[src/hw/rtl/icl_pkg.sv]
// ----------------------------------------------------------------------------
// icl_pkg
// Shared types and constants of the ichimoku cloud lines block.
// ----------------------------------------------------------------------------
package icl_pkg;

  // configuration port
  localparam int CFG_IDX_W  = 2;
  localparam int CFG_DATA_W = 7;

  typedef enum logic [CFG_IDX_W-1:0] {
    CFG_CONV_PERIOD = 2'd0,
    CFG_BASE_PERIOD = 2'd1,
    CFG_SPANB_PERIOD = 2'd2,
    CFG_LAG_SHIFT   = 2'd3
  } cfg_idx_t;

  // register reset values
  localparam logic [CFG_DATA_W-1:0] CONV_PERIOD_RST  = 7'd9;
  localparam logic [CFG_DATA_W-1:0] BASE_PERIOD_RST  = 7'd26;
  localparam logic [CFG_DATA_W-1:0] SPANB_PERIOD_RST = 7'd52;
  localparam logic [CFG_DATA_W-1:0] LAG_SHIFT_RST    = 7'd26;

  // saturating bar counter
  localparam int             BARS_W   = 8;
  localparam logic [BARS_W-1:0] BARS_MAX = 8'hFF;

  // queue between front and back
  localparam int QUEUE_DEPTH = 2;

  // per-bar classification made by the front
  typedef struct packed {
    logic conv_ok;   // conversion window full
    logic base_ok;   // base window full
    logic spanb_ok;  // span b window full
    logic dly_ok;    // bar base_period back exists
    logic lag_ok;    // bar lag_shift back exists
  } icl_flags_t;

  // back end sequencer
  typedef enum logic [1:0] {
    BK_IDLE,
    BK_WALK,
    BK_MID,
    BK_SPAN
  } bk_state_t;

endpackage

[src/hw/rtl/icl_queue.sv]
// ----------------------------------------------------------------------------
// icl_queue
// Short first-in first-out command queue between front and back end.
// ----------------------------------------------------------------------------
module icl_queue #(
  parameter int WIDTH = 8
) (
  input  logic             clk,
  input  logic             rst_n,
  input  logic             push,
  input  logic [WIDTH-1:0] wdata,
  output logic             not_full,
  input  logic             pop,
  output logic             not_empty,
  output logic [WIDTH-1:0] rdata
);

  localparam int PW = $clog2(icl_pkg::QUEUE_DEPTH);
  localparam int CW = $clog2(icl_pkg::QUEUE_DEPTH + 1);

  logic [WIDTH-1:0] slot_r [icl_pkg::QUEUE_DEPTH];
  logic [PW-1:0]    wr_ptr_r, wr_ptr_nxt;
  logic [PW-1:0]    rd_ptr_r, rd_ptr_nxt;
  logic [CW-1:0]    count_r, count_nxt;
  logic             do_push, do_pop;

  assign not_full  = int'(count_r) < icl_pkg::QUEUE_DEPTH;
  assign not_empty = count_r != '0;
  assign rdata     = slot_r[rd_ptr_r];
  assign do_push   = push & not_full;
  assign do_pop    = pop & not_empty;

  // pointer and fill update
  always_comb begin
    wr_ptr_nxt = wr_ptr_r;
    rd_ptr_nxt = rd_ptr_r;
    count_nxt  = count_r;
    if (do_push) begin
      wr_ptr_nxt = (int'(wr_ptr_r) == icl_pkg::QUEUE_DEPTH - 1) ? '0 : wr_ptr_r + 1'b1;
    end
    if (do_pop) begin
      rd_ptr_nxt = (int'(rd_ptr_r) == icl_pkg::QUEUE_DEPTH - 1) ? '0 : rd_ptr_r + 1'b1;
    end
    if (do_push && !do_pop) begin
      count_nxt = count_r + 1'b1;
    end else if (do_pop && !do_push) begin
      count_nxt = count_r - 1'b1;
    end
  end

  always_ff @(posedge clk) begin
    if (!rst_n) begin
      wr_ptr_r <= '0;
      rd_ptr_r <= '0;
      count_r  <= '0;
    end else begin
      wr_ptr_r <= wr_ptr_nxt;
      rd_ptr_r <= rd_ptr_nxt;
      count_r  <= count_nxt;
    end
  end

  // entry storage
  always_ff @(posedge clk) begin
    if (do_push) begin
      slot_r[wr_ptr_r] <= wdata;
    end
  end

endmodule

[config.mk]
export PLATFORM = sky130hd
export DESIGN_NAME = icl_queue
export DESIGN_NICKNAME = d
export VERILOG_FILES = /design/src/hw/rtl/icl_pkg.sv /design/src/hw/rtl/icl_queue.sv
export SDC_FILE = /design/constraint.sdc
export NUM_CORES = 1
export LEC_CHECK = 0
export ABC_CLOCK_PERIOD_IN_PS = 1890
export BUFFER_PORTS_ARGS = -buffer_cell sky130_fd_sc_hd__buf_4
export CORE_UTILIZATION = 49
export DETAILED_ROUTE_END_ITERATION = 10
export GPL_TIMING_DRIVEN = 0
export PLACE_DENSITY_LB_ADDON = 0.05
export SYNTH_ARGS = -nofsm -noshare
export SYNTH_HDL_FRONTEND = slang
export SYNTH_SLANG_ARGS = --single-unit
[constraint.sdc]
create_clock -name clk -period 1.89 [get_ports clk]
set_input_delay 0.0945 -clock clk [delete_from_list [all_inputs] [get_ports clk]]
set_output_delay 0.0945 -clock clk [all_outputs]
set_load 0.1 [all_outputs]
==> report_table.html <==
<table>
<tr><th>Metric</th><th>Value</th></tr>
<tr><th colspan="2">GRT</th></tr>
<tr><td>Met1 global-route usage</td><td>0.183</td></tr>
<tr><td>Overall routing resource usage</td><td>0.161</td></tr>
<tr><td>First-pass GRT wire length</td><td>2080 um</td></tr>
<tr><td>Most used routing layer</td><td>met2</td></tr>
<tr><td>Met3 routing resource usage after global routing</td><td>0.0259</td></tr>
<tr><td>Antenna violations before repair</td><td>0</td></tr>
<tr><td>Maximum number of pins on one net before global-route repair</td><td>13</td></tr>
<tr><td>Number of global-route vias before repair</td><td>486</td></tr>
<tr><td>Global route overflow</td><td>0</td></tr>
<tr><td>Grt met2 use</td><td>0.283</td></tr>
<tr><th colspan="2">Worst setup path</th></tr>
<tr><td>Setup slack of the most critical reg-to-reg path</td><td>about 0.36 ns</td></tr>
<tr><td>Largest fanout on the critical path</td><td>6</td></tr>
<tr><td>Data arrival time of the critical path</td><td>1.77 ns</td></tr>
<tr><td>Worst Reg2Reg Path Length in Cells</td><td>4</td></tr>
<tr><td>Element type at the critical path start</td><td>flip-flop</td></tr>
<tr><td>Data required time of the worst path</td><td>2.13 ns</td></tr>
<tr><td>Critical Path End Type</td><td>flip-flop</td></tr>
<tr><td>Category of the critical setup timing path</td><td>flip-flop to flip-flop</td></tr>
<tr><th colspan="2">Job</th></tr>
<tr><td>Number of max-capacitance violations reported</td><td>0</td></tr>
<tr><th colspan="2">Timing</th></tr>
<tr><td># setup viols final</td><td>0</td></tr>
<tr><td>Hold Vio Cnt, Final</td><td>0</td></tr>
<tr><td>Fmax</td><td>654 MHz</td></tr>
<tr><td>Max transition margin</td><td>0.740</td></tr>
<tr><td>Slew @ Worst Pin</td><td>0.390 ns</td></tr>
<tr><td>Hold slack</td><td>0.0176 ns</td></tr>
<tr><td>Largest clock skew in the final design</td><td>about 0.012 ns</td></tr>
<tr><td>Max Slew Vio Count</td><td>0</td></tr>
<tr><td>Time the worst path needs with I/O delays and setup</td><td>1.53 ns</td></tr>
<tr><td>RSZ-0062 raised after global routing</td><td>false</td></tr>
<tr><td>Total negative slack</td><td>0 ns</td></tr>
<tr><td>Final clock period utilization by the worst path</td><td>0.809</td></tr>
<tr><th colspan="2">Clock tree</th></tr>
<tr><td>CTS clock-pin slew for the worst setup and hold paths</td><td>0.12 ns</td></tr>
<tr><td>Insertion delay of the later-clocked pin in the worst-skew pair</td><td>around 0.30 ns</td></tr>
<tr><td>Setup repair bufs after CTS</td><td>0</td></tr>
<tr><td>Buffer depth of the longest clock path</td><td>2</td></tr>
<tr><td>CTS resizes</td><td>0</td></tr>
<tr><td>Hold-fix buffers at CTS</td><td>8</td></tr>
<tr><td>Number of CTS-inserted buffers</td><td>3</td></tr>
<tr><td>Clock sink count</td><td>21</td></tr>
<tr><td>TritonCTS clock tree</td><td>done</td></tr>
<tr><td>Maximum level of the CTS H-tree</td><td>1</td></tr>
<tr><td>CTS Root Buffer Type</td><td>sky130_fd_sc_hd__clkbuf_4</td></tr>
<tr><th colspan="2">Floorplan</th></tr>
<tr><td>Starting density of the core</td><td>0.525</td></tr>
<tr><td>Site Rows</td><td>14</td></tr>
<tr><td>Horiz. Die Dim</td><td>between 40 and 50 um</td></tr>
<tr><td>Core Region</td><td>0.00152 mm^2</td></tr>
<tr><td>Number of top-level design ports</td><td>22</td></tr>
<tr><td>Die Outline Area</td><td>0.00180 mm^2</td></tr>
<tr><td>Die Y-Extent</td><td>42.4 um</td></tr>
<tr><th colspan="2">Yosys</th></tr>
<tr><td>Top cells by area, synth</td><td>sky130_fd_sc_hd__edfxtp_1 (60%), sky130_fd_sc_hd__dfxtp_1 (13%), sky130_fd_sc_hd__mux2_1 (11%), sky130_fd_sc_hd__and2_1 (3.1%), sky130_fd_sc_hd__xnor2_1 (2.2%)</td></tr>
<tr><td>Area share of the leading cell type in the synthesized netlist</td><td>0.600</td></tr>
<tr><td>Count of warnings emitted by yosys</td><td>0</td></tr>
<tr><td>Distinct cell type count after synthesis</td><td>17</td></tr>
<tr><td>Number of instances in the synthesized netlist</td><td>48</td></tr>
<tr><td>Share of synthesized area occupied by flip-flops and latches</td><td>0.725</td></tr>
<tr><td>Net Count, Synth</td><td>61</td></tr>
<tr><td>Post-synthesis cell type with the largest combined area</td><td>sky130_fd_sc_hd__edfxtp_1</td></tr>
<tr><td>Cell Area, Synth</td><td>between 800 and 900 um^2</td></tr>
<tr><td>Post-synthesis average cell area</td><td>16.7 um^2</td></tr>
<tr><td>Flip-flop and latch count after synthesis</td><td>21</td></tr>
<tr><th colspan="2">Route</th></tr>
<tr><td>Average via count per standard cell</td><td>4.96</td></tr>
<tr><td>DR pass1 iterations</td><td>4</td></tr>
<tr><td>Via count</td><td>481</td></tr>
<tr><td>Number of nets with antenna violations after routing</td><td>0</td></tr>
<tr><td>Remaining design rule violation count</td><td>0</td></tr>
<tr><td>Violation count after the first detailed-route iteration</td><td>4</td></tr>
<tr><td>Post-detailed-routing wire length</td><td>1240 um</td></tr>
<tr><td>Drt wl/cell</td><td>12.8 um</td></tr>
<tr><th colspan="2">Final layout</th></tr>
<tr><td>Fill count</td><td>about 110</td></tr>
<tr><td>Syn-to-layout area delta</td><td>35.6%</td></tr>
<tr><td>Number of nets in the layout</td><td>95</td></tr>
<tr><td>Share of post-route cells with drive strength above 1</td><td>0.321</td></tr>
<tr><td>N_diodes</td><td>0</td></tr>
<tr><td>Commonest cells after routing, fill and taps aside</td><td>sky130_fd_sc_hd__buf_4 (21), sky130_fd_sc_hd__edfxtp_1 (16), sky130_fd_sc_hd__mux2_1 (8), sky130_fd_sc_hd__dlygate4sd3_1 (8), sky130_fd_sc_hd__dfxtp_1 (5)</td></tr>
<tr><td>Most common cell after layout, fill and taps aside</td><td>sky130_fd_sc_hd__buf_4</td></tr>
<tr><th colspan="2">Hold path</th></tr>
<tr><td>Path class of the lowest-slack min-delay path</td><td>input pin to flip-flop</td></tr>
<tr><td>Hold Path Depth</td><td>2</td></tr>
<tr><th colspan="2">Placement</th></tr>
<tr><td>GPL Wtd Cong</td><td>0.638</td></tr>
<tr><td>PortBufs</td><td>21</td></tr>
<tr><th colspan="2">Status</th></tr>
<tr><td>Status</td><td>complete, no violations</td></tr>
</table>
## state kept, by name (all words and copies together), names as in the netlist, named ones only
name	count
slot_r	16
wr_ptr_r	1
rd_ptr_r	1
count_r	2
## layer usage
metal / routed length, um / part of all wire
met1: 530 / 0.43
met2: 629 / 0.51
met3: 48 / 0.039
met4: 30 / 0.024
met5: 0 / 0
## area by class of cell
| class | count | area [um^2] | area share |
|---|---|---|---|
| flip-flops and latches | 21 | 581 | 0.535 |
| clock inverters | 1 | 5.00 | 0.00461 |
| multi-input cells | 25 | 211 | 0.195 |
| well taps | 16 | 20.0 | 0.0184 |
| plain buffers | 1 | 5.00 | 0.00461 |
| inverters | 1 | 3.75 | 0.00346 |
| clock buffers | 3 | 22.5 | 0.0207 |
| repair buffers | 29 | 238 | 0.219 |
## synthesized netlist by cell type
library cell and instances:
sky130_fd_sc_hd__o21ai_1 1, sky130_fd_sc_hd__xnor2_1 2, sky130_fd_sc_hd__and2b_1 1, sky130_fd_sc_hd__or3_1 1, sky130_fd_sc_hd__o21ai_0 1, sky130_fd_sc_hd__dfxtp_1 5
sky130_fd_sc_hd__ha_1 1, sky130_fd_sc_hd__and2_1 4, sky130_fd_sc_hd__mux2_1 8, sky130_fd_sc_hd__or2_1 1, sky130_fd_sc_hd__a21boi_1 1, sky130_fd_sc_hd__nor2b_1 2
sky130_fd_sc_hd__edfxtp_1 16, sky130_fd_sc_hd__inv_1 1, sky130_fd_sc_hd__buf_2 1, sky130_fd_sc_hd__o21a_1 1, sky130_fd_sc_hd__xor2_1 1
## kinds of logic (layout without fill, tap and decap cells)
group / Yosys count / count (layout) / share of synthesized area
flip-flops: 21 / 21 / 0.725
AND/OR/NAND/NOR: 9 / 9 / 0.0719
multiplexers: 8 / 8 / 0.113
AO/OA/AOI/OAI: 4 / 4 / 0.0312
XOR/XNOR: 3 / 3 / 0.0328
buffers and inverters: 2 / 35 / 0.0109
adder cells (fa/ha/maj): 1 / 1 / 0.0156
## through the flow
step	instances	utilization	worst slack (ns)	area [um^2]
CTS	97	0.713	0.346	1090
finish	97	0.713	0.360	1090
detailed placement	85	0.642	0.404	978
floorplan	48	-	0.541	801
global placement	85	0.642	0.464	978
global route	97	0.713	0.261	1090
## worst max-delay path, stage by stage, from the launching register on
cell,delay (ns)
sky130_fd_sc_hd__dfxtp_1,0.38
sky130_fd_sc_hd__nor2b_1,0.26
sky130_fd_sc_hd__ha_1,0.32
sky130_fd_sc_hd__or3_1,0.37
sky130_fd_sc_hd__a21boi_1,0.14
## final timing paths
check | start | endpoint
max reg2reg | count_r[1]$_SDFFE_PN0P_ | count_r[1]$_SDFFE_PN0P_
min reg2reg | count_r[1]$_SDFFE_PN0P_ | count_r[1]$_SDFFE_PN0P_
min | rst_n | wr_ptr_r$_SDFFE_PN0P_
max | count_r[1]$_SDFFE_PN0P_ | count_r[1]$_SDFFE_PN0P_
Power is left out: the tool's default activity adds up to more than one toggle a clock period on the data nets, which glitch-free logic cannot reach.
