$ cat src/hw/rtl/icl_pkg.sv
// ----------------------------------------------------------------------------
// icl_pkg
// Shared types and constants of the ichimoku cloud lines block.
// ----------------------------------------------------------------------------
package icl_pkg;

  // configuration port
  localparam int CFG_IDX_W  = 2;
  localparam int CFG_DATA_W = 7;

  typedef enum logic [CFG_IDX_W-1:0] {
    CFG_CONV_PERIOD = 2'd0,
    CFG_BASE_PERIOD = 2'd1,
    CFG_SPANB_PERIOD = 2'd2,
    CFG_LAG_SHIFT   = 2'd3
  } cfg_idx_t;

  // register reset values
  localparam logic [CFG_DATA_W-1:0] CONV_PERIOD_RST  = 7'd9;
  localparam logic [CFG_DATA_W-1:0] BASE_PERIOD_RST  = 7'd26;
  localparam logic [CFG_DATA_W-1:0] SPANB_PERIOD_RST = 7'd52;
  localparam logic [CFG_DATA_W-1:0] LAG_SHIFT_RST    = 7'd26;

  // saturating bar counter
  localparam int             BARS_W   = 8;
  localparam logic [BARS_W-1:0] BARS_MAX = 8'hFF;

  // queue between front and back
  localparam int QUEUE_DEPTH = 2;

  // per-bar classification made by the front
  typedef struct packed {
    logic conv_ok;   // conversion window full
    logic base_ok;   // base window full
    logic spanb_ok;  // span b window full
    logic dly_ok;    // bar base_period back exists
    logic lag_ok;    // bar lag_shift back exists
  } icl_flags_t;

  // back end sequencer
  typedef enum logic [1:0] {
    BK_IDLE,
    BK_WALK,
    BK_MID,
    BK_SPAN
  } bk_state_t;

endpackage

$ cat src/hw/rtl/icl_if.sv
// ----------------------------------------------------------------------------
// icl_if
// Valid/ready channels of the ichimoku cloud lines block: price bars in,
// line results out, and the configuration write channel.
// ----------------------------------------------------------------------------

// price bar channel
interface icl_bar_if #(
  parameter int PRICE_BITS = 32
);
  logic                  valid;
  logic                  ready;
  logic [PRICE_BITS-1:0] bar_high;
  logic [PRICE_BITS-1:0] bar_low;
  logic [PRICE_BITS-1:0] bar_close;

  modport source (output valid, output bar_high, output bar_low, output bar_close,
                  input ready);
  modport sink (input valid, input bar_high, input bar_low, input bar_close,
                output ready);
endinterface


// configuration write channel
interface icl_cfg_if;
  logic                             valid;
  logic                             ready;
  logic [icl_pkg::CFG_IDX_W-1:0]    index;
  logic [icl_pkg::CFG_DATA_W-1:0]   data;

  modport source (output valid, output index, output data, input ready);
  modport sink (input valid, input index, input data, output ready);
endinterface

$ cat src/hw/rtl/icl_front.sv
// ----------------------------------------------------------------------------
// icl_front
// Holds the configuration registers, the write slot and the bar counter.
// Accepts price bars and classifies each one into a command for the back end.
// ----------------------------------------------------------------------------
module icl_front #(
  parameter int MAX_WINDOW = 64,
  parameter int PRICE_BITS = 32
) (
  input  logic                               clk,
  input  logic                               rst_n,
  icl_bar_if.sink                            in_ch,
  icl_cfg_if.sink                            cfg_ch,
  input  logic                               q_ready,
  output logic                               q_push,
  output icl_pkg::icl_flags_t                cmd_flags,
  output logic [$clog2(MAX_WINDOW)-1:0]      cmd_ws,
  output logic [$clog2(MAX_WINDOW):0]        cmd_cp,
  output logic [$clog2(MAX_WINDOW):0]        cmd_bp,
  output logic [$clog2(MAX_WINDOW):0]        cmd_sp,
  output logic [$clog2(MAX_WINDOW):0]        cmd_maxp,
  output logic [PRICE_BITS-1:0]              cmd_high,
  output logic [PRICE_BITS-1:0]              cmd_low,
  output logic [PRICE_BITS-1:0]              cmd_close
);

  localparam int AW = $clog2(MAX_WINDOW);
  localparam int KW = AW + 1;

  logic [icl_pkg::CFG_DATA_W-1:0] conv_per_r, conv_per_nxt;
  logic [icl_pkg::CFG_DATA_W-1:0] base_per_r, base_per_nxt;
  logic [icl_pkg::CFG_DATA_W-1:0] spanb_per_r, spanb_per_nxt;
  logic [icl_pkg::CFG_DATA_W-1:0] lag_r, lag_nxt;
  logic [AW-1:0]                  ws_r, ws_nxt;
  logic [icl_pkg::BARS_W-1:0]     bars_r, bars_nxt;
  logic [icl_pkg::BARS_W-1:0]     cnt;
  logic [KW-1:0]                  cp, bp, sp, mx;
  logic                           accept;

  // period of zero acts as one, long periods stop at the ring depth
  function automatic logic [KW-1:0] clamp_per(input logic [icl_pkg::CFG_DATA_W-1:0] raw);
    logic [KW-1:0] res;
    if (raw == '0) begin
      res = KW'(1);
    end else if (int'(raw) > MAX_WINDOW) begin
      res = KW'(MAX_WINDOW);
    end else begin
      res = KW'(raw);
    end
    return res;
  endfunction

  assign accept        = in_ch.valid & q_ready;
  assign in_ch.ready   = q_ready;
  assign cfg_ch.ready  = 1'b1;
  assign q_push        = accept;

  // classification of the bar at the port
  always_comb begin
    cp  = clamp_per(conv_per_r);
    bp  = clamp_per(base_per_r);
    sp  = clamp_per(spanb_per_r);
    mx  = (cp > bp) ? cp : bp;
    mx  = (sp > mx) ? sp : mx;
    cnt = (bars_r == icl_pkg::BARS_MAX) ? icl_pkg::BARS_MAX : bars_r + 1'b1;

    cmd_flags.conv_ok  = int'(cnt) >= int'(cp);
    cmd_flags.base_ok  = int'(cnt) >= int'(bp);
    cmd_flags.spanb_ok = int'(cnt) >= int'(sp);
    cmd_flags.dly_ok   = int'(bars_r) >= int'(bp);
    cmd_flags.lag_ok   = int'(bars_r) >= int'(lag_r);

    cmd_ws    = ws_r;
    cmd_cp    = cp;
    cmd_bp    = bp;
    cmd_sp    = sp;
    cmd_maxp  = mx;
    cmd_high  = in_ch.bar_high;
    cmd_low   = in_ch.bar_low;
    cmd_close = in_ch.bar_close;
  end

  // slot and counter advance per accepted bar, register writes
  always_comb begin
    ws_nxt        = ws_r;
    bars_nxt      = bars_r;
    conv_per_nxt  = conv_per_r;
    base_per_nxt  = base_per_r;
    spanb_per_nxt = spanb_per_r;
    lag_nxt       = lag_r;
    if (accept) begin
      ws_nxt   = (int'(ws_r) == MAX_WINDOW - 1) ? '0 : ws_r + 1'b1;
      bars_nxt = cnt;
    end
    if (cfg_ch.valid) begin
      unique case (icl_pkg::cfg_idx_t'(cfg_ch.index))
        icl_pkg::CFG_CONV_PERIOD:  conv_per_nxt  = cfg_ch.data;
        icl_pkg::CFG_BASE_PERIOD:  base_per_nxt  = cfg_ch.data;
        icl_pkg::CFG_SPANB_PERIOD: spanb_per_nxt = cfg_ch.data;
        icl_pkg::CFG_LAG_SHIFT:    lag_nxt       = cfg_ch.data;
      endcase
    end
  end

  always_ff @(posedge clk) begin
    if (!rst_n) begin
      ws_r        <= '0;
      bars_r      <= '0;
      conv_per_r  <= icl_pkg::CONV_PERIOD_RST;
      base_per_r  <= icl_pkg::BASE_PERIOD_RST;
      spanb_per_r <= icl_pkg::SPANB_PERIOD_RST;
      lag_r       <= icl_pkg::LAG_SHIFT_RST;
    end else begin
      ws_r        <= ws_nxt;
      bars_r      <= bars_nxt;
      conv_per_r  <= conv_per_nxt;
      base_per_r  <= base_per_nxt;
      spanb_per_r <= spanb_per_nxt;
      lag_r       <= lag_nxt;
    end
  end

endmodule

$ cat src/flat_wrapper.sv
// flat-port wrapper written by rule: the top's interface ports become plain ports
module icl_front_flat 
#(
  parameter int MAX_WINDOW = 64,
  parameter int PRICE_BITS = 32
)
  (clk, rst_n, q_ready, q_push, cmd_flags, cmd_ws, cmd_cp, cmd_bp, cmd_sp, cmd_maxp, cmd_high, cmd_low, cmd_close, in_ch_valid, in_ch_bar_high, in_ch_bar_low, in_ch_bar_close, in_ch_ready, cfg_ch_valid, cfg_ch_index, cfg_ch_data, cfg_ch_ready);
  icl_bar_if #(.PRICE_BITS(PRICE_BITS)) in_ch_i ();
  icl_cfg_if cfg_ch_i ();
  input  logic clk;
  input  logic rst_n;
  input  logic q_ready;
  output logic q_push;
  output icl_pkg::icl_flags_t cmd_flags;
  output logic [$clog2(MAX_WINDOW)-1:0] cmd_ws;
  output logic [$clog2(MAX_WINDOW):0] cmd_cp;
  output logic [$clog2(MAX_WINDOW):0] cmd_bp;
  output logic [$clog2(MAX_WINDOW):0] cmd_sp;
  output logic [$clog2(MAX_WINDOW):0] cmd_maxp;
  output logic [PRICE_BITS-1:0] cmd_high;
  output logic [PRICE_BITS-1:0] cmd_low;
  output logic [PRICE_BITS-1:0] cmd_close;
  input wire logic [$bits(in_ch_i.valid)-1:0] in_ch_valid;
  input wire logic [$bits(in_ch_i.bar_high)-1:0] in_ch_bar_high;
  input wire logic [$bits(in_ch_i.bar_low)-1:0] in_ch_bar_low;
  input wire logic [$bits(in_ch_i.bar_close)-1:0] in_ch_bar_close;
  output wire logic [$bits(in_ch_i.ready)-1:0] in_ch_ready;
  input wire logic [$bits(cfg_ch_i.valid)-1:0] cfg_ch_valid;
  input wire logic [$bits(cfg_ch_i.index)-1:0] cfg_ch_index;
  input wire logic [$bits(cfg_ch_i.data)-1:0] cfg_ch_data;
  output wire logic [$bits(cfg_ch_i.ready)-1:0] cfg_ch_ready;
  assign in_ch_i.valid = in_ch_valid;
  assign in_ch_i.bar_high = in_ch_bar_high;
  assign in_ch_i.bar_low = in_ch_bar_low;
  assign in_ch_i.bar_close = in_ch_bar_close;
  assign in_ch_ready = in_ch_i.ready;
  assign cfg_ch_i.valid = cfg_ch_valid;
  assign cfg_ch_i.index = cfg_ch_index;
  assign cfg_ch_i.data = cfg_ch_data;
  assign cfg_ch_ready = cfg_ch_i.ready;
  icl_front #(.MAX_WINDOW(MAX_WINDOW), .PRICE_BITS(PRICE_BITS)) u_core (.clk(clk), .rst_n(rst_n), .in_ch(in_ch_i), .cfg_ch(cfg_ch_i), .q_ready(q_ready), .q_push(q_push), .cmd_flags(cmd_flags), .cmd_ws(cmd_ws), .cmd_cp(cmd_cp), .cmd_bp(cmd_bp), .cmd_sp(cmd_sp), .cmd_maxp(cmd_maxp), .cmd_high(cmd_high), .cmd_low(cmd_low), .cmd_close(cmd_close));
endmodule
$ cat config.mk
export PLATFORM = sky130hd
export DESIGN_NAME = icl_front_flat
export DESIGN_NICKNAME = d
export VERILOG_FILES = /design/src/hw/rtl/icl_pkg.sv /design/src/hw/rtl/icl_if.sv /design/src/hw/rtl/icl_front.sv /design/src/flat_wrapper.sv
export SDC_FILE = /design/constraint.sdc
export NUM_CORES = 1
export LEC_CHECK = 0
export ABC_AREA = 1
export BUFFER_PORTS_ARGS = -buffer_cell sky130_fd_sc_hd__buf_2
export CORE_MARGIN = 3
export CORE_UTILIZATION = 30
export CTS_CLUSTER_SIZE = 28
export DETAILED_ROUTE_END_ITERATION = 7
export GPL_TIMING_DRIVEN = 1
export SYNTH_ARGS = -nofsm -noshare
export SYNTH_HDL_FRONTEND = slang
export SYNTH_SLANG_ARGS = --single-unit
$ cat constraint.sdc
create_clock -name clk -period 2.97 [get_ports clk]
set_input_delay 0.594 -clock clk [delete_from_list [all_inputs] [get_ports clk]]
set_output_delay 0.594 -clock clk [all_outputs]
set_load 0.01 [all_outputs]
==> metrics.md, run 1 <==
| Metric | Value |
|---|---|
| Status | finished with violations |
| Failing checks | negative setup slack |
| Async S/R FF share, synth | 0% |
| Area of the core | 12900 um2 |
| Syn Inst Count | 592 |
| Most area-hungry cell type in the Yosys netlist | dfxtp_1 |
| Setup-failing EPs final | 7 |
| I/O pin count | 248 |
| Root buffer cell | clkbuf_16 |
| Critical path startpoint | u_core.base_per_r[2] |
| GRT Overall Usage | 14.7% |
| Worst VDD drop | 236 uV |
| Reg2Reg Setup Slack | around 1.4 ns |
| WL final | 11.6 mm |
| Worst R2R Path Depth | 9 |
| Pre-Repair DR Iteration Count | 4 |
| Buffers on Ports | 54 |
| Antenna Cells | 0 |
| Max FO, Critical Path | 7 |
| Gr ovfl total | 0 |
| Synth Area in XOR/XNOR | less than 1% |
| Die height | 122 um |
| CTS tree | yes |
| Post-Synth Adder-Cell Area | 15.8% |
| Worst-Skew Late Latency | around 0.28 ns |
| Post-place setup slack | -0.485 ns |
| Hold_buf cts | 0 |
| Synth Warn # | 0 |
| Commonest non-fill, non-tap cell in the layout | buf_4 |
| Register area share after synthesis | roughly a fifth |
| Arrival time at the worst endpoint | ~3.2 ns |
| Post-Syn Nets | 753 |
| Final Cycle Share | 127% |
| Largest net degree at the start of global routing | 32 |
| Slew Limit Fails | 0 |
| Worst-margin pin slew | a little over 0.5 ns |
| Worst setup endpoint | cmd_maxp[5] |
| Tightest Hold Check Type | reg2reg |
| Largest family of logic cells by synthesized area | buffers and inverters |
| DRC | 0 |
| CTS Sinks | 42 |
| WL per Instance | 14.6 um |
| Combinational share of power | 45.3% |
| Post-route setup slack | -0.794 ns |
| Clock buffer depth | 2 |
| RePlAce Congestion | approximately 0.9 |
| Number of global-route vias before repair | around 3300 |
| Tmin final | 3.76 ns |
| Die W | 122 um |
| Sw Share | about 36% |
| Post-Synth Simple-Gate Area | between 20% and 30% |
| Via density | 4.53 |
| Synth top area cells | dfxtp_1 21%, buf_4 18%, ha_1 16%, nand2_1 11%, inv_1 6.8% |
| Initial antenna violation count | 0 |
| Reg clk slew, reported paths | approximately 0.060 ns |
| FF+latch count, synth | 42 |
| Post-synth EDFFs | 0 |
| CTS H-tree lvls | 2 |
| Post-Syn Area per Cell | about 6.8 um2 |
| CP Class | reg2out |
| Fillers | around 1300 |
| R2R Path Start | u_core.bars_r[1] |
| Ratio of cells with drive above 1 in the final layout | a little over two fifths |
| Synth Area in Compound Gates | 10.7% |
| Mux share of post-synthesis cell area | 0% |
| Placed insts | 775 |
| Top cell type's share of synthesized area | 20.8% |
| Worst EP required | 2.38 ns |
| Final ANT Viol Nets | 0 |
| R2r endpoint | u_core.bars_r[7] |
| Hold Fails Final Rpt | 0 |
| Psw | approximately 0.00077 W |
| Clk pwr share | 25.4% |
| Max_slew headroom | around two thirds |
| Global-route wire length before repair | 17.4 mm |
| Max Fclk | about 0.27 GHz |
| Vias | 3608 |
| Post-synth cell types | 35 |
| Layout area overhead | 27.3% |
| Unrepaired setup endpoints after global routing | true |
| Detailed placer's ending HPWL | 8.92 mm |
| Initial Util | a little under a third |
| Most frequent cells in the layout | 74 x buf_4, 73 x nand2_1, 66 x inv_1 |
| Detailed router's first-iteration violation count | 182 |
| Static leakage | 2.61 nW |
| Power Dens Cells | 414 nW/um2 |
| Max Cap Viol | 0 |
| P_int | 0.00137 W |
| Netlist Area Pre-Place | between 4000 and 5000 um2 |
| CTS Buf Count | 5 |
| Crit path capture type | output port |
| Worst clock skew | ~0.004 ns |
| Row count | 41 |
| Sequential share of power | 29.2% |
| Top_reg_cell synth | dfxtp_1 |
| CP Launch Type | flop |
| Layout Nets | 784 |
| Die area | between 10000 and 15000 um2 |
| Fin cells | 796 |
==> cells by family (layout without fill, tap and decap cells) <==
kind of cell             after synthesis  after routing
AND/OR/NAND/NOR                      230            230
adder cells (fa/ha/maj)               51             51
AO/OA/AOI/OAI                         80             80
flip-flops                            42             42
buffers and inverters                186            218
other                                  1              1
XOR/XNOR                               2              2
==> Yosys cell counts, types with 2 or more instances <==
library cell,count
a21boi_0,3
a21oi_1,30
and3_1,3
buf_2,2
buf_4,98
clkbuf_1,5
clkinv_1,2
dfxtp_1,42
ha_1,51
inv_1,73
inv_2,5
nand2_1,114
nand2_2,4
nand3_1,31
nand4_1,6
nor2_1,56
nor3_1,5
nor3_4,5
o2111ai_1,2
o21ai_0,31
o21ai_1,8
o21ai_2,2
xor2_1,2
==> registers in the layout, summed over array words and instances (netlist names) <==
| name | count |
|---|---|
| u_core.conv_per_r | 7 |
| u_core.cmd_ws | 6 |
| u_core.spanb_per_r | 7 |
| u_core.base_per_r | 7 |
| u_core.bars_r | 8 |
| u_core.lag_r | 7 |
==> worst max-delay path: stages, from the launching register on <==
cell     delay, ns
dfxtp_2       0.33
nor2_4        0.12
nand3_2       0.10
nand2_4       0.12
nand2_4       0.07
ha_4          0.27
nand2_4       0.04
nor2_4        0.12
buf_6         0.11
nand4_4       0.19
nand2_8       0.18
nand2_4       0.06
nand2_2       0.07
ha_4          0.20
a21oi_2       0.11
nor2_1        0.05
nor2_1        0.16
nand2_2       0.10
nand2_4       0.17
inv_8         0.07
nand2_2       0.06
nand2_2       0.06
buf_6         0.11
==> metrics by stage <==
stage               cell area [um2]  total power, W  TNS [ns]  hold WS [ns]  util (%)
finish                         5150         0.00213     -5.40         0.469      40.0
CTS                            4640         0.00197     -4.53         0.469      36.1
floorplan                      4100         0.00119    -0.955         0.434         -
detailed placement             4290         0.00134     -3.28         0.460      33.3
global route                   5150         0.00227     -6.63         0.507      40.0
global placement               4290         0.00134     -3.03         0.457      33.3
==> power by group through the flow <==
stage          Clock [W]  Combinational, W  Sequential, W
2_1_floorplan          0          0.000563       0.000625
3_3_place_gp           0          0.000715       0.000625
3_5_place_dp           0          0.000719       0.000625
4_1_cts         0.000551          0.000805       0.000616
5_1_grt         0.000575           0.00106       0.000627
6_report        0.000542          0.000966       0.000623
==> worst min-delay path by stage <==
stage	slack (ns)	startpoint	depth (start not counted)	end
2_1_floorplan	0.43	u_core.lag_r[2]	2	u_core.lag_r[2]
3_3_place_gp	0.46	u_core.lag_r[2]	2	u_core.lag_r[2]
3_5_place_dp	0.46	u_core.lag_r[2]	2	u_core.lag_r[2]
4_1_cts	0.47	u_core.lag_r[2]	2	u_core.lag_r[2]
5_1_grt	0.51	u_core.lag_r[2]	2	u_core.lag_r[2]
6_report	0.47	u_core.lag_r[2]	2	u_core.lag_r[2]
==> routing by layer <==
layer	vias to the layer above	wire length, um	track usage, %
li1	1873	-	-
met3	37	702	3.30
met5	-	0	0
met4	0	268	5.11
met1	1604	5150	19.2
met2	94	5490	23.9
==> final cells by class <==
type	count	area (um2)	share of cell area, %
clock buffer	7	143	2.77
tap	172	215	4.18
timing repair buffer	130	886	17.2
clock inverter	1	5.00	0.0973
multi-input combinational	364	2730	53.0
sequential	42	860	16.7
inverter	80	313	6.08
==> timing repair <==
item,CTS,global route
gates resized for setup,49,89
hold endpoints to repair,0,0
setup endpoints to repair,10,10
pin swaps,21,43
setup buffers,4,9
Note: power is estimated with default switching activity, not from simulation.
==> inputs of run 2 (changes only) <==
==> constraint.sdc (replaced) <==
create_clock -name clk -period 2.97 [get_ports clk]
set_input_delay 0.1485 -clock clk [delete_from_list [all_inputs] [get_ports clk]]
set_output_delay 0.1485 -clock clk [all_outputs]
set_load 0.01 [all_outputs]
==> run 2 against run 1 <==
Net effect: the flow still finishes with violations (negative setup slack); die area unchanged; design area decreased by 3.5%; final cell count decreased by 0.88%; setup slack improved by 0.47 ns; register-to-register slack improved by 0.05 ns.
==> metrics.md, run 2 (same netlist as run 1, synthesis figures left out) <==
| Metric | Value |
|---|---|
| Tightest Hold Check Type | in2reg |
| Setup-failing EPs final | 7 (unchanged) |
| Crit-path most repeated cell | nand2_4 |
| Placed insts | 757 (-2.3%) |
| Die area | 14900 um2 (unchanged) |
| Final core utilization | 38.6% (-1.4 points) |
| Global-route wire length before repair | 16.9 mm (-2.9%) |
| Most frequent cells in the layout | 85 x nand2_1, 68 x inv_1, 65 x buf_4 |
| Initial Util | 31.4% (unchanged) |
| Commonest non-fill, non-tap cell in the layout | nand2_1 |
| Reg clk slew, reported paths | 0.06 ns (about the same) |
| Most flops, register | u_core.bars_r |
| Slowest stage delay, CP | 0.34 ns (about the same) |
| Max Cap Viol | 0 (unchanged) |
| Die height | 122 um (unchanged) |
| Largest net degree at the start of global routing | 32 (unchanged) |
| Max_slew headroom | 66.3% (+0.55 points) |
| Crit path cell chain | nor2_4 -> nand3_2 -> nand2_4 -> nand2_4 -> ha_4 -> nand2_4 -> nor2_4 -> nand4_4 -> nand2_8 -> nand2_4 -> nand2_4 -> ha_4 -> a21oi_2 -> nor2_1 -> nor2_1 -> nand2_2 -> nand2_4 -> buf_6 -> nand3_2 -> nand2_1 -> buf_2 |
| Layout area overhead | 22.8% |
| Slew Limit Fails | 0 (unchanged) |
| Ratio of cells with drive above 1 in the final layout | 37.3% (-5.0 points) |
| Die W | 122 um (unchanged) |
| I/O pin count | 248 (unchanged) |
| Worst path top cell family by delay | simple AND/OR/NAND/NOR gates |
| Post-route setup slack | -0.327 ns (+0.467 ns) |
| Final Cycle Share | 111% (-16 points) |
| Buffers on Ports | 54 (unchanged) |
| CP Launch Type | flop |
| Post-place setup slack | -0.156 ns (+0.329 ns) |
| Unrepaired setup endpoints after global routing | true |
| Worst clock skew | 0.00554 ns (+0.00159 ns) |
| Final ANT Viol Nets | 0 (unchanged) |
| Worst EP required | 2.82 ns (+0.44 ns) |
| Cell Area, Placed | 4100 um2 (-4.5%) |
| Static leakage | 2.55 nW (-2.1%) |
| CTS Buf Count | 5 (unchanged) |
| CTS tree | yes |
| Worst-Skew Late Latency | 0.29 ns (about the same) |
| Row count | 41 (unchanged) |
| Finished layout cell area | 4960 um2 (-3.5%) |
| Critical Path Stages | 21 (-4.5%) |
| Clock buffer depth | 2 (unchanged) |
| Status | finished with violations |
| WL final | 11.0 mm (-4.9%) |
| Power Dens Cells | 450 nW/um2 (+8.6%) |
| Setup TNS | -2.11 ns (+3.28 ns) |
| Crit path capture type | output port |
| Max Fclk | 0.303 GHz (+14%) |
| GRT Overall Usage | 14.2% (-0.46 points) |
| Via density | 4.53 (about the same) |
| Gr ovfl total | 0 (unchanged) |
| Pre-Repair DR Iteration Count | 4 (unchanged) |
| Hold_buf cts | 0 (unchanged) |
| Layout Nets | 777 (-0.89%) |
| DRC | 0 (unchanged) |
| Failing checks | negative setup slack |
| CP Class | reg2out |
| Detailed router's first-iteration violation count | 127 (-30%) |
| CTS H-tree lvls | 2 (unchanged) |
| Number of global-route vias before repair | 3326 (-0.39%) |
| Max FO, Critical Path | 7 (unchanged) |
| Worst-margin pin slew | 0.505 ns (-0.00823 ns) |
| Max reg flops | 8 (unchanged) |
| Antenna Cells | 0 (unchanged) |
| Arrival time at the worst endpoint | 3.15 ns (-0.02 ns) |
| Tmin final | 3.30 ns (-0.467 ns) |
| Root buffer cell | clkbuf_16 |
| CTS Sinks | 42 (unchanged) |
| Vias | 3576 (-0.89%) |
| Worst VDD drop | 292 uV (+24%) |
| Hold Fails Final Rpt | 0 (unchanged) |
| Initial antenna violation count | 0 (unchanged) |
| Min-Delay Path Depth | 3 (+1) |
| Area of the core | 12900 um2 (unchanged) |
| Worst R2R Path Depth | 7 (-2) |
| Fin cells | 789 (-0.88%) |
| Worst path bufs/invs | 2 (-1) |
| WL per Instance | 14.0 um (-4.0%) |
| RePlAce Congestion | 0.857 (-5.2%) |
| Detailed placer's ending HPWL | 8.41 mm (-5.7%) |
| Crit-path slowest cell | dfxtp_2 |
[run 2: changes by cell type in the layout (fill, tap and decap cells not counted), sizes merged]
cell	change
buf	-7
bufinv	+2
clkbuf	-2
[run 2: area by class of cell]
cell class	count	area, um2
Clock inverter	3	68.8
Sequential cell	42	852
Timing Repair Buffer	123	803
Clock buffer	5	125
Inverter	80	303
Multi-Input combinational cell	364	2600
Fill cell	1323	7910
Tap cell	172	215
[run 2: where the power goes]
part / total, W / leakage, nW / switching (W) / internal, W
Clock: 0.000710 / 0.0940 / 0.000227 / 0.000483
Combinational: 0.000899 / 2.11 / 0.000491 / 0.000408
Sequential: 0.000625 / 0.345 / 0.0000317 / 0.000594
[run 2: timing repair]
action,in CTS,in global routing
gates resized for setup,61,54
pin swaps,27,29
endpoints found under the hold margin,0,0
setup buffers,18,6
setup endpoints to repair,7,7
[run 2: tightest hold or removal path, cell delays in order]
cell and delay [ns]:
buf_2 0.13, nand2_1 0.06, nand3_1 0.07
[run 2: worst paths after layout]
path | start | end | slack, ns
worst max register to register | u_core.bars_r[0] | u_core.bars_r[3] | 1.43
worst min register to register | u_core.lag_r[6] | u_core.lag_r[6] | 0.46
worst min-delay path | cfg_ch_data[3] | u_core.base_per_r[3] | 0.15
worst max-delay path | u_core.base_per_r[1] | cmd_maxp[0] | -0.33
[run 2: metrics by stage]
stage,hold WS [ns],total power (W)
3_3_place_gp,0.297,0.00130
5_1_grt,0.171,0.00238
3_5_place_dp,0.297,0.00130
4_1_cts,0.143,0.00212
2_1_floorplan,0.275,0.00115
6_report,0.148,0.00223
[run 2: per-layer routing]
layer | up-vias | part of all wire, % | global-route usage [%]
met5 | - | 0 | 0
met4 | 0 | 4.1 | 6.58
met3 | 40 | 4.8 | 2.46
met2 | 73 | 47 | 23.8
met1 | 1607 | 44 | 17.8
li1 | 1856 | - | -
